$ cat config.mk
export PLATFORM = sky130hd
export DESIGN_NAME = tcp_timestamp_option_rewrite
export DESIGN_NICKNAME = d
export VERILOG_FILES = /design/src/design/tsopt_pkg.sv /design/src/design/tsopt_in_stage.sv /design/src/design/tsopt_parser.sv /design/src/design/tsopt_out_stage.sv /design/src/design/tcp_timestamp_option_rewrite.sv
export SDC_FILE = /design/constraint.sdc
export NUM_CORES = 1
export LEC_CHECK = 0
export ABC_AREA = 1
export BUFFER_PORTS_ARGS = -buffer_cell sky130_fd_sc_hd__buf_2
export CORE_MARGIN = 4
export CORE_UTILIZATION = 59
export DETAILED_ROUTE_END_ITERATION = 10
export HOLD_SLACK_MARGIN = 0.15
export PLACE_DENSITY = 0.8
export SYNTH_ARGS = -nofsm -noshare
export SYNTH_HDL_FRONTEND = slang
export SYNTH_SLANG_ARGS = --single-unit
$ cat constraint.sdc
create_clock -name aclk -period 3.8 [get_ports aclk]
set_input_delay 0.57 -clock aclk [delete_from_list [all_inputs] [get_ports aclk]]
set_output_delay 0.57 -clock aclk [all_outputs]
set_load 0.005 [all_outputs]
$ cat src/design/tsopt_pkg.sv
`timescale 1ns / 1ps

package tsopt_pkg;

    localparam int BYTE_W = 8;
    localparam int WORD_W = 32;

    localparam logic [BYTE_W-1:0] KIND_EOL = 8'd0;
    localparam logic [BYTE_W-1:0] KIND_NOP = 8'd1;
    localparam logic [BYTE_W-1:0] KIND_TS  = 8'd8;
    localparam logic [BYTE_W-1:0] TS_LEN   = 8'd10;
    localparam logic [BYTE_W-1:0] HDR_LEN  = 8'd2;
    localparam logic [BYTE_W-1:0] TS_BODY  = 8'd8;

    localparam int IN_DATA_W  = BYTE_W + 3 * WORD_W;
    localparam int IN_USER_W  = 1;
    localparam int OUT_DATA_W = BYTE_W;
    localparam int OUT_USER_W = 2;

    typedef enum logic [2:0] {
        MODE_KIND = 3'd0,
        MODE_LEN  = 3'd1,
        MODE_BODY = 3'd2,
        MODE_DONE = 3'd3,
        MODE_BAD  = 3'd4
    } mode_t;

    typedef struct packed {
        logic [BYTE_W-1:0] option_byte;
        logic              first_in_packet;
        logic              last_in_packet;
        logic [WORD_W-1:0] now_us;
        logic [WORD_W-1:0] tsval_offset;
        logic [WORD_W-1:0] tsecr_echo;
    } in_item_t;

    typedef struct packed {
        logic [BYTE_W-1:0] out_byte;
        logic              out_last;
        logic              rewritten;
        logic              malformed;
    } out_item_t;

endpackage

$ cat src/design/tsopt_in_stage.sv
`timescale 1ns / 1ps

module tsopt_in_stage (
    input  logic                aclk,
    input  logic                aresetn,
    input  logic                s_valid,
    output logic                s_ready,
    input  tsopt_pkg::in_item_t s_item,
    output logic                q_valid,
    input  logic                q_ready,
    output tsopt_pkg::in_item_t q_item
);
    import tsopt_pkg::*;

    logic     valid_reg;
    logic     valid_next;
    in_item_t item_reg;

    assign s_ready = !valid_reg || q_ready;

    always_comb begin
        valid_next = valid_reg;
        if (s_ready) begin
            valid_next = s_valid;
        end
    end

    always_ff @(posedge aclk) begin
        if (!aresetn) begin
            valid_reg <= 1'b0;
        end else begin
            valid_reg <= valid_next;
        end
    end

    always_ff @(posedge aclk) begin
        if (s_ready && s_valid) begin
            item_reg <= s_item;
        end
    end

    assign q_valid = valid_reg;
    assign q_item  = item_reg;

endmodule

$ cat src/design/tsopt_parser.sv
`timescale 1ns / 1ps

module tsopt_parser (
    input  logic                 aclk,
    input  logic                 aresetn,
    input  logic                 advance,
    input  tsopt_pkg::in_item_t  item,
    output tsopt_pkg::out_item_t result
);
    import tsopt_pkg::*;

    mode_t             mode_reg;
    mode_t             mode_next;
    logic [BYTE_W-1:0] left_reg;
    logic [BYTE_W-1:0] left_next;
    logic              ts_reg;
    logic              ts_next;
    logic [WORD_W-1:0] send_reg;
    logic [WORD_W-1:0] send_next;
    logic [WORD_W-1:0] echo_reg;
    logic [WORD_W-1:0] echo_next;

    mode_t             mode;
    mode_t             step_mode;
    logic [BYTE_W-1:0] left;
    logic              ts;
    logic [2:0]        idx;
    logic [WORD_W-1:0] word;
    logic [BYTE_W-1:0] ts_byte;
    logic [BYTE_W-1:0] ob;
    logic              rw;
    logic              bad;

    always_comb begin
        mode      = item.first_in_packet ? MODE_KIND : mode_reg;
        left      = item.first_in_packet ? '0 : left_reg;
        ts        = item.first_in_packet ? 1'b0 : ts_reg;
        send_next = item.first_in_packet ? item.tsval_offset + item.now_us : send_reg;
        echo_next = item.first_in_packet ? item.tsecr_echo : echo_reg;
    end

    always_comb begin
        idx  = 3'(TS_BODY[3:0] - left[3:0]);
        word = idx[2] ? echo_next : send_next;
        unique case (idx[1:0])
            2'd0: ts_byte = word[31:24];
            2'd1: ts_byte = word[23:16];
            2'd2: ts_byte = word[15:8];
            2'd3: ts_byte = word[7:0];
        endcase
    end

    always_comb begin
        step_mode = mode;
        left_next = left;
        ts_next   = ts;
        ob        = item.option_byte;
        rw        = 1'b0;
        bad       = 1'b0;
        unique case (mode)
            MODE_KIND: begin
                if (item.option_byte == KIND_EOL) begin
                    step_mode = MODE_DONE;
                end else if (item.option_byte == KIND_NOP) begin
                    step_mode = MODE_KIND;
                end else begin
                    ts_next   = (item.option_byte == KIND_TS);
                    step_mode = MODE_LEN;
                    bad       = item.last_in_packet;
                end
            end
            MODE_LEN: begin
                if (item.option_byte < HDR_LEN) begin
                    bad = 1'b1;
                end else begin
                    left_next = item.option_byte - HDR_LEN;
                    ts_next   = ts && (item.option_byte == TS_LEN);
                    if (item.option_byte == HDR_LEN) begin
                        step_mode = MODE_KIND;
                    end else begin
                        step_mode = MODE_BODY;
                        bad       = item.last_in_packet;
                    end
                end
            end
            MODE_BODY: begin
                if (left == '0) begin
                    step_mode = MODE_KIND;
                end else if (item.last_in_packet && left > 8'd1) begin
                    bad = 1'b1;
                end else begin
                    if (ts && left <= TS_BODY) begin
                        ob = ts_byte;
                        rw = 1'b1;
                    end
                    left_next = left - 8'd1;
                    step_mode = (left == 8'd1) ? MODE_KIND : MODE_BODY;
                end
            end
            MODE_DONE: begin
                step_mode = MODE_DONE;
            end
            default: begin
                bad = 1'b1;
            end
        endcase
        if (bad) begin
            step_mode = MODE_BAD;
        end
        mode_next = item.last_in_packet ? MODE_KIND : step_mode;
    end

    always_ff @(posedge aclk) begin
        if (!aresetn) begin
            mode_reg <= MODE_KIND;
            left_reg <= '0;
            ts_reg   <= 1'b0;
            send_reg <= '0;
            echo_reg <= '0;
        end else if (advance) begin
            mode_reg <= mode_next;
            left_reg <= left_next;
            ts_reg   <= ts_next;
            send_reg <= send_next;
            echo_reg <= echo_next;
        end
    end

    assign result.out_byte  = ob;
    assign result.out_last  = item.last_in_packet;
    assign result.rewritten = rw;
    assign result.malformed = bad;

endmodule

$ cat src/design/tsopt_out_stage.sv
`timescale 1ns / 1ps

module tsopt_out_stage (
    input  logic                 aclk,
    input  logic                 aresetn,
    input  logic                 d_valid,
    output logic                 d_ready,
    input  tsopt_pkg::out_item_t d_item,
    output logic                 m_valid,
    input  logic                 m_ready,
    output tsopt_pkg::out_item_t m_item
);
    import tsopt_pkg::*;

    logic      valid_reg;
    logic      valid_next;
    out_item_t item_reg;

    assign d_ready = !valid_reg || m_ready;

    always_comb begin
        valid_next = valid_reg;
        if (d_ready) begin
            valid_next = d_valid;
        end
    end

    always_ff @(posedge aclk) begin
        if (!aresetn) begin
            valid_reg <= 1'b0;
        end else begin
            valid_reg <= valid_next;
        end
    end

    always_ff @(posedge aclk) begin
        if (d_ready && d_valid) begin
            item_reg <= d_item;
        end
    end

    assign m_valid = valid_reg;
    assign m_item  = item_reg;

endmodule

$ cat src/design/tcp_timestamp_option_rewrite.sv
`timescale 1ns / 1ps

// Rewrites the TCP timestamp option in a stream of option-area bytes, one byte per word.
// Mark the first option byte of a segment in s_tuser and the last one with s_tlast; the
// first word also carries now, offset and recent values, which are sampled there. Inside
// a timestamp option (kind 8, length 10) TSval becomes offset plus now and TSecr becomes
// recent, both big-endian; every other byte passes unchanged, and EOL ends parsing. A
// length below two or an option cut off by the last byte raises the malformed flag until
// the segment ends. One word in and one word out every cycle unless m_tready is low;
// words pass an input register, the parse state update and an output register.

module tcp_timestamp_option_rewrite (
    input  logic                                 aclk,
    input  logic                                 aresetn,
    input  logic                                 s_tvalid,
    output logic                                 s_tready,
    // option_byte, now_us, tsval_offset, tsecr_echo
    input  logic [tsopt_pkg::IN_DATA_W-1:0]      s_tdata,
    // first_in_packet
    input  logic [tsopt_pkg::IN_USER_W-1:0]      s_tuser,
    input  logic                                 s_tlast,
    output logic                                 m_tvalid,
    input  logic                                 m_tready,
    // out_byte
    output logic [tsopt_pkg::OUT_DATA_W-1:0]     m_tdata,
    // rewritten, malformed
    output logic [tsopt_pkg::OUT_USER_W-1:0]     m_tuser,
    output logic                                 m_tlast
);
    import tsopt_pkg::*;

    in_item_t  s_item;
    in_item_t  q_item;
    logic      q_valid;
    logic      q_ready;
    out_item_t p_item;
    out_item_t m_item;

    assign s_item.option_byte     = s_tdata[7:0];
    assign s_item.now_us          = s_tdata[39:8];
    assign s_item.tsval_offset    = s_tdata[71:40];
    assign s_item.tsecr_echo      = s_tdata[103:72];
    assign s_item.first_in_packet = s_tuser[0];
    assign s_item.last_in_packet  = s_tlast;

    tsopt_in_stage u_in (
        .aclk    (aclk),
        .aresetn (aresetn),
        .s_valid (s_tvalid),
        .s_ready (s_tready),
        .s_item  (s_item),
        .q_valid (q_valid),
        .q_ready (q_ready),
        .q_item  (q_item)
    );

    tsopt_parser u_parser (
        .aclk    (aclk),
        .aresetn (aresetn),
        .advance (q_valid && q_ready),
        .item    (q_item),
        .result  (p_item)
    );

    tsopt_out_stage u_out (
        .aclk    (aclk),
        .aresetn (aresetn),
        .d_valid (q_valid),
        .d_ready (q_ready),
        .d_item  (p_item),
        .m_valid (m_tvalid),
        .m_ready (m_tready),
        .m_item  (m_item)
    );

    assign m_tdata = m_item.out_byte;
    assign m_tlast = m_item.out_last;
    assign m_tuser = {m_item.malformed, m_item.rewritten};

endmodule
; After elaboration in Yosys (flattened, before gate mapping)
; Cells that the tools add are included.
[totals]
register_bits = 195
[op_classes]
n_addsub = 4
n_lt_le_gt_ge = 3
n_eq_ne = 11
mux = 37
bitwise_logic = 1
n_reduce_logical = 14
[op_table]
columns = operator, n
row1 = two-way mux 32 bit, 3
row2 = two-way mux 8 bit, 8
row3 = adder 32 bit, 1
row4 = case mux 8 bit (4 select lines), 1
row5 = two-way mux 3 bit, 7
row6 = "== test 8 x 1 -> 1 bit, second input constant", 2
row7 = "== test 8 x 4 -> 1 bit, second input constant", 2
row8 = logical NOT 8 bit, 2
row9 = case mux 8 bit (2 select lines), 1
row10 = two-way mux 1 bit, 12
row11 = case mux 3 bit (4 select lines), 1
row12 = "== test 8 x 2 -> 1 bit, second input constant", 1
row13 = "greater-than comparator 8 x 1 -> 1 bit, second input constant", 1
row14 = "<= comparator 8 x 4 -> 1 bit, second input constant", 1
row15 = "< comparator 8 x 2 -> 1 bit, second input constant", 1
row16 = "subtractor 8 x 1 -> 8 bit, second input constant", 1
row17 = "subtractor 8 x 2 -> 8 bit, second input constant", 1
row18 = "== test 3 x 2 -> 1 bit, second input constant", 2
row19 = logical AND 1 bit, 5
row20 = "== test 2 bit, second input constant", 2
row21 = two-way mux 2 bit, 2
row22 = case mux 1 bit (4 select lines), 1
row23 = "== test 3 x 1 -> 1 bit, second input constant", 1
row24 = logical NOT 3 bit, 1
row25 = 8 further kinds, 10

; Depth between registers and ports, before layout
[logic_depth]
depth_word = 8
depth_mapped = 18

; By module
; From an unflattened synthesis, not the netlist that was laid out.
[hier_totals]
hier_cells = 1399
hier_area_um2 = 10898.0
[by_module_without_submodules]
columns = mod, n_inst, cells_each, area_per_inst_um2, seq_area_each_um2
row1 = tsopt_parser, 1, 1266, 7274.5, 1521.5
row2 = tsopt_in_stage, 1, 113, 3234.4, 3203.1
row3 = tsopt_out_stage, 1, 18, 381.6, 350.3
row4 = tcp_timestamp_option_rewrite, 1, 2, 7.5, 0.0

; Least setup slack after synthesis
; OpenSTA, ideal clock, no wires.
[synth_timing]
path_kind = input to register
from = input m_tready
to = register u_in.item_reg (netlist bit u_in.q_item[0]), enable pin
setup_time_ps = 460
t_arrival_ps = 2855
required_ps = 3340
slack_ps = 485
stages = 4
path_cell_list = inv_1 -> nand3_1 -> nand2_1 -> inv_1
[synth_between]
elab_chain_len = 3
[synth_rtl]
columns = item, line
row1 = from (decl), tcp_timestamp_option_rewrite.sv:23  ; input logic m_tready,
row2 = logical OR 1 bit, tsopt_out_stage.sv:19  ; assign d_ready = !valid_reg || m_ready;
row3 = logical OR 1 bit, tsopt_in_stage.sv:19  ; assign s_ready = !valid_reg || q_ready;
row4 = via s_tready, tcp_timestamp_option_rewrite.sv:16  ; output logic s_tready,
row5 = logical AND 1 bit, tsopt_in_stage.sv:37  ; if (s_ready && s_valid) begin
row6 = to (signal assigned), tsopt_in_stage.sv:38  ; item_reg <= s_item;
row7 = to (decl), tsopt_in_stage.sv:17  ; in_item_t item_reg;
; The timed path passes the listed nets, and every way through them passes these cells.
; A chain may end at the register's enable or synchronous reset.

==> results.md <==
- The run finished with clean final reports.
- The share of async-settable or async-resettable flops after synthesis is 0.
- The largest total area in the synthesized netlist belongs to edfxtp_1.
- For this configuration, the core starts out at a cell density of 0.605.
- The startpoint identified for the worst register-to-register timing path is u_in.q_item[97].
- The number of cells on the worst reg-to-reg path is 14.
- In the final routed layout, each cell accounts on average for between 15 and 20 um.
- The worst voltage drop across the vdd grid is ~0.37 mV.
- For this design, the slowest cell found on the critical path is edfxtp_1.
- The pin slew with the least headroom to its limit is ~1100 ps.
- The worst path needs around 3200 ps of the cycle, external delays included.
- The detailed router placed about 9700 vias in this run.
- The main flop type after synthesis is edfxtp_1.
- The via count of the first global-routing pass was between 8000 and 9000.
- 0 antenna diodes ended up in the layout.
- Across all hold checks on the routed design, the worst slack comes to around 280 ps.
- The maximum fanout count along the critical path is 41.
- For this design the static power due to leakage is roughly 6 nW.
- Data on the critical path is required at its endpoint by about 4000 ps.
- The startpoint type of the worst setup path is a register.
- TritonCTS built the clock tree.
- During I/O placement, the number of pins put on the boundary was ~120.
- The number of different library cells in the post-synthesis netlist is 51.
- The clock skew is 15.1 ps.
- The floorplan has between 40 and 50 rows.
- The clock passes through at most 2 buffers.
- The sum of buffers and inverters on the critical path is 4.
- The origin of the worst setup path is u_in.q_item[97].
- Setup repair after global routing left no endpoint under its margin.
- Setup violations remaining at the end of the flow were counted as 0.
- Synthesis inferred ~200 register bits.
- In the finished design, the share of the clock period the worst path needs comes to 0.838.
- The post-synthesis sequential area ratio is 0.463.
- The number of hold-repair buffers added at the cts stage is 0.
- In the global route stage, overall resource usage came out at 0.267.
- The post-CTS setup-driven buffer insertion count is 0.
- The standard cell core area is 18100 um2.
- The floorplan die width is approximately 140 um.
- The die boundary height is roughly 140 um.
- The area share of the leading cell type in the synthesized netlist is 0.320.
- The number of nets at the end of the flow is 1648.
- The total routed wirelength is between 20000 and 30000 um.
- The number of cells on the critical path is 14.
- The number of hold-slack violations in the final timing report is 0.
- The post-cts resize count is 0.
- The post-synthesis instance area is roughly 11000 um2.
- The detail route stage leaves a number of antenna-violating nets equal to 0.
- Traced cell by cell, the critical path runs through inv_4 > nand2_1 > ha_1 > inv_1 > nand2_1 > nand2_1 > buf_4 > o211ai_1 > a21oi_1 > nand2_1 > nand2_1 > nand3_1 > nand2_1 > inv_1.
- The buffer type at the clock tree root is clkbuf_16.
- The number of H-tree levels is 4.
- In this run, the number of DRC markers left after iteration 0 of detailed routing was approximately 1200.
- Dividing the detail-routed via count by the number of cells gives 5.56.
- The wire length of the first global-routing pass is approximately 44000 um.
- The setup slack of the most critical reg-to-reg path is ~620 ps.
- The final estimated routing congestion in global placement is between 0.9 and 1.
- The number of standard cells in the final layout excluding fillers is ~1700.
- The cell that appears most often on the critical path is nand2_1.
- Headroom to the max-slew limit came out at 0.296.
- The maximum clock frequency is roughly 310 MHz.
- The number of cells in the design after placement is roughly 1700.
- STA classifies the critical path endpoint as a register.
- The number of buffers created by CTS is 17.
- In this run, synthesis inferred 117 flip-flops with an integrated enable.
- The stage delay of the slowest cell on the critical path is 440 ps.
- The die area is approximately 21000 um2.
- The post-synthesis to final-layout area growth is 12.9%.
- Each instance of the synthesized netlist takes up on average 7.84 um2.
- The endpoint identified for the worst register-to-register timing path is u_out.m_item[3].
- The total of buffers placed on input and output ports is about 120.
- The post-route DRC violation count is 0.
- The max-slew violation total from the final report was 0.
- The number of antenna violations at the first check in global routing was 0.
- The setup total negative slack is 0 ps.
- The sum of net half-perimeters after detailed placement is between 15000 and 20000 um.
- Following the worst setup path forward leads to its endpoint at u_out.m_item[3].
- The arrival time reported for the critical path endpoint is between 3000 and 4000 ps.
- By count the netlist is led by nand2_1, inv_1, nand3_1.
- Prior to clock tree synthesis, the placed netlist has a worst setup slack of between 600 and 700 ps.
- The leading cell type by number of instances after synthesis is nand2_1.
- The clock transition at the register clock pins on the worst setup and hold paths after CTS is around 90 ps.
- The flip-flop count of the largest register, all copies and words added is roughly 110.
- On the critical path the largest part of the delay comes from buffers and inverters.
- Yosys printed 0 warnings.
- The number of sinks handled by clock tree synthesis is ~200.
- Entering global routing, the biggest net connects 89 pins.
- Of the cells placed in the final design, the portion with a size suffix greater than 1 is 0.129.
- The tightest min-delay check is of the input pin to register type.
- The later pin in the worst-skew pair is clocked with a latency of roughly 450 ps.
- The number of violations of the max-capacitance limit is 0.
- The category of the most critical setup path is register to register.
- The remaining global-route overflow is 0.
- The net count after synthesis is between 1500 and 2000.
- The total iterations of the first detailed-routing run is 6.
- By area the synthesized netlist is led by edfxtp_1, dfxtp_1, nand2_1.
- The instance count of the mapped netlist is 1399.
- In the post-route analysis, the smallest setup slack over all paths is just over 600 ps.
- In this run the power density over the cells is about 430 nW/um2.
-- placed cells by master, fill, tap and decap left out, types with 5 or more instances in the layout --
cell,netlist,routed
nand2_1,363,363
inv_1,221,220
buf_2,13,122
nand3_1,121,121
edfxtp_1,117,117
nor2_1,99,99
a21oi_1,89,89
dfxtp_1,78,78
o21ai_0,72,72
ha_1,36,36
o211ai_1,31,31
a211oi_1,19,19
clkbuf_16,0,17
mux2i_1,16,16
nand4_1,10,10
a31oi_1,8,8
nor3_1,7,7
nand3b_1,7,7
nor2_4,6,6
clkinv_8,0,6
buf_4,3,6
or2_2,5,5
-- how the worst min path moves through the flow --
| stage | start | endpoint | slack, ps | depth (start not counted) |
|---|---|---|---|---|
| floorplan | u_parser.echo_reg[0] | u_parser.echo_reg[0] | 420 | 2 |
| global placement | u_parser.echo_reg[19] | u_parser.echo_reg[19] | 430 | 2 |
| detailed placement | u_parser.echo_reg[22] | u_parser.echo_reg[22] | 440 | 2 |
| CTS | s_tdata[44] | u_in.q_item[36] | 280 | 1 |
| global route | s_tdata[76] | u_in.q_item[4] | 270 | 1 |
| finish | s_tdata[88] | u_in.q_item[16] | 280 | 1 |
-- cell families (layout without fill, tap and decap cells) --
group | count (synthesis) | count (layout) | share of synthesized area
compound gates | 244 | 244 | 0.133
flops | 195 | 195 | 0.463
buf+inv | 274 | 389 | 0.0985
xor+xnor | 4 | 4 | 0.00319
simple gates | 629 | 629 | 0.245
fa+ha+maj | 37 | 37 | 0.0429
mux | 16 | 16 | 0.0146
-- power breakdown --
| group | internal (mW) | switching (mW) |
|---|---|---|
| clock network | 0.934 | 0.998 |
| logic | 0.305 | 0.602 |
| registers | 2.38 | 0.0550 |
-- metrics by stage --
stage | power (mW) | util | cell area (um2)
floorplan | 3.11 | - | 11000
global placement | 3.35 | 0.646 | 11700
detailed placement | 3.37 | 0.646 | 11700
CTS | 5.27 | 0.682 | 12400
global route | 5.52 | 0.682 | 12400
finish | 5.27 | 0.682 | 12400
-- cell type report --
cell class | count | area [um2]
repair buffers | 130 | 696
fillers | 1483 | 5760
multi-input cells | 930 | 4820
flip-flops and latches | 195 | 5070
well taps | 229 | 287
clock inverters | 15 | 229
clock buffers | 17 | 425
inverters | 227 | 857
-- per-layer routing --
layer	vias up	routed length, um	track usage
met4	0	659	0.0859
met5	-	0	0
li1	4838	-	-
met2	427	12100	0.408
met3	57	2230	0.0529
met1	4366	12200	0.385
No activity file was read; power rests on OpenSTA's default activity.
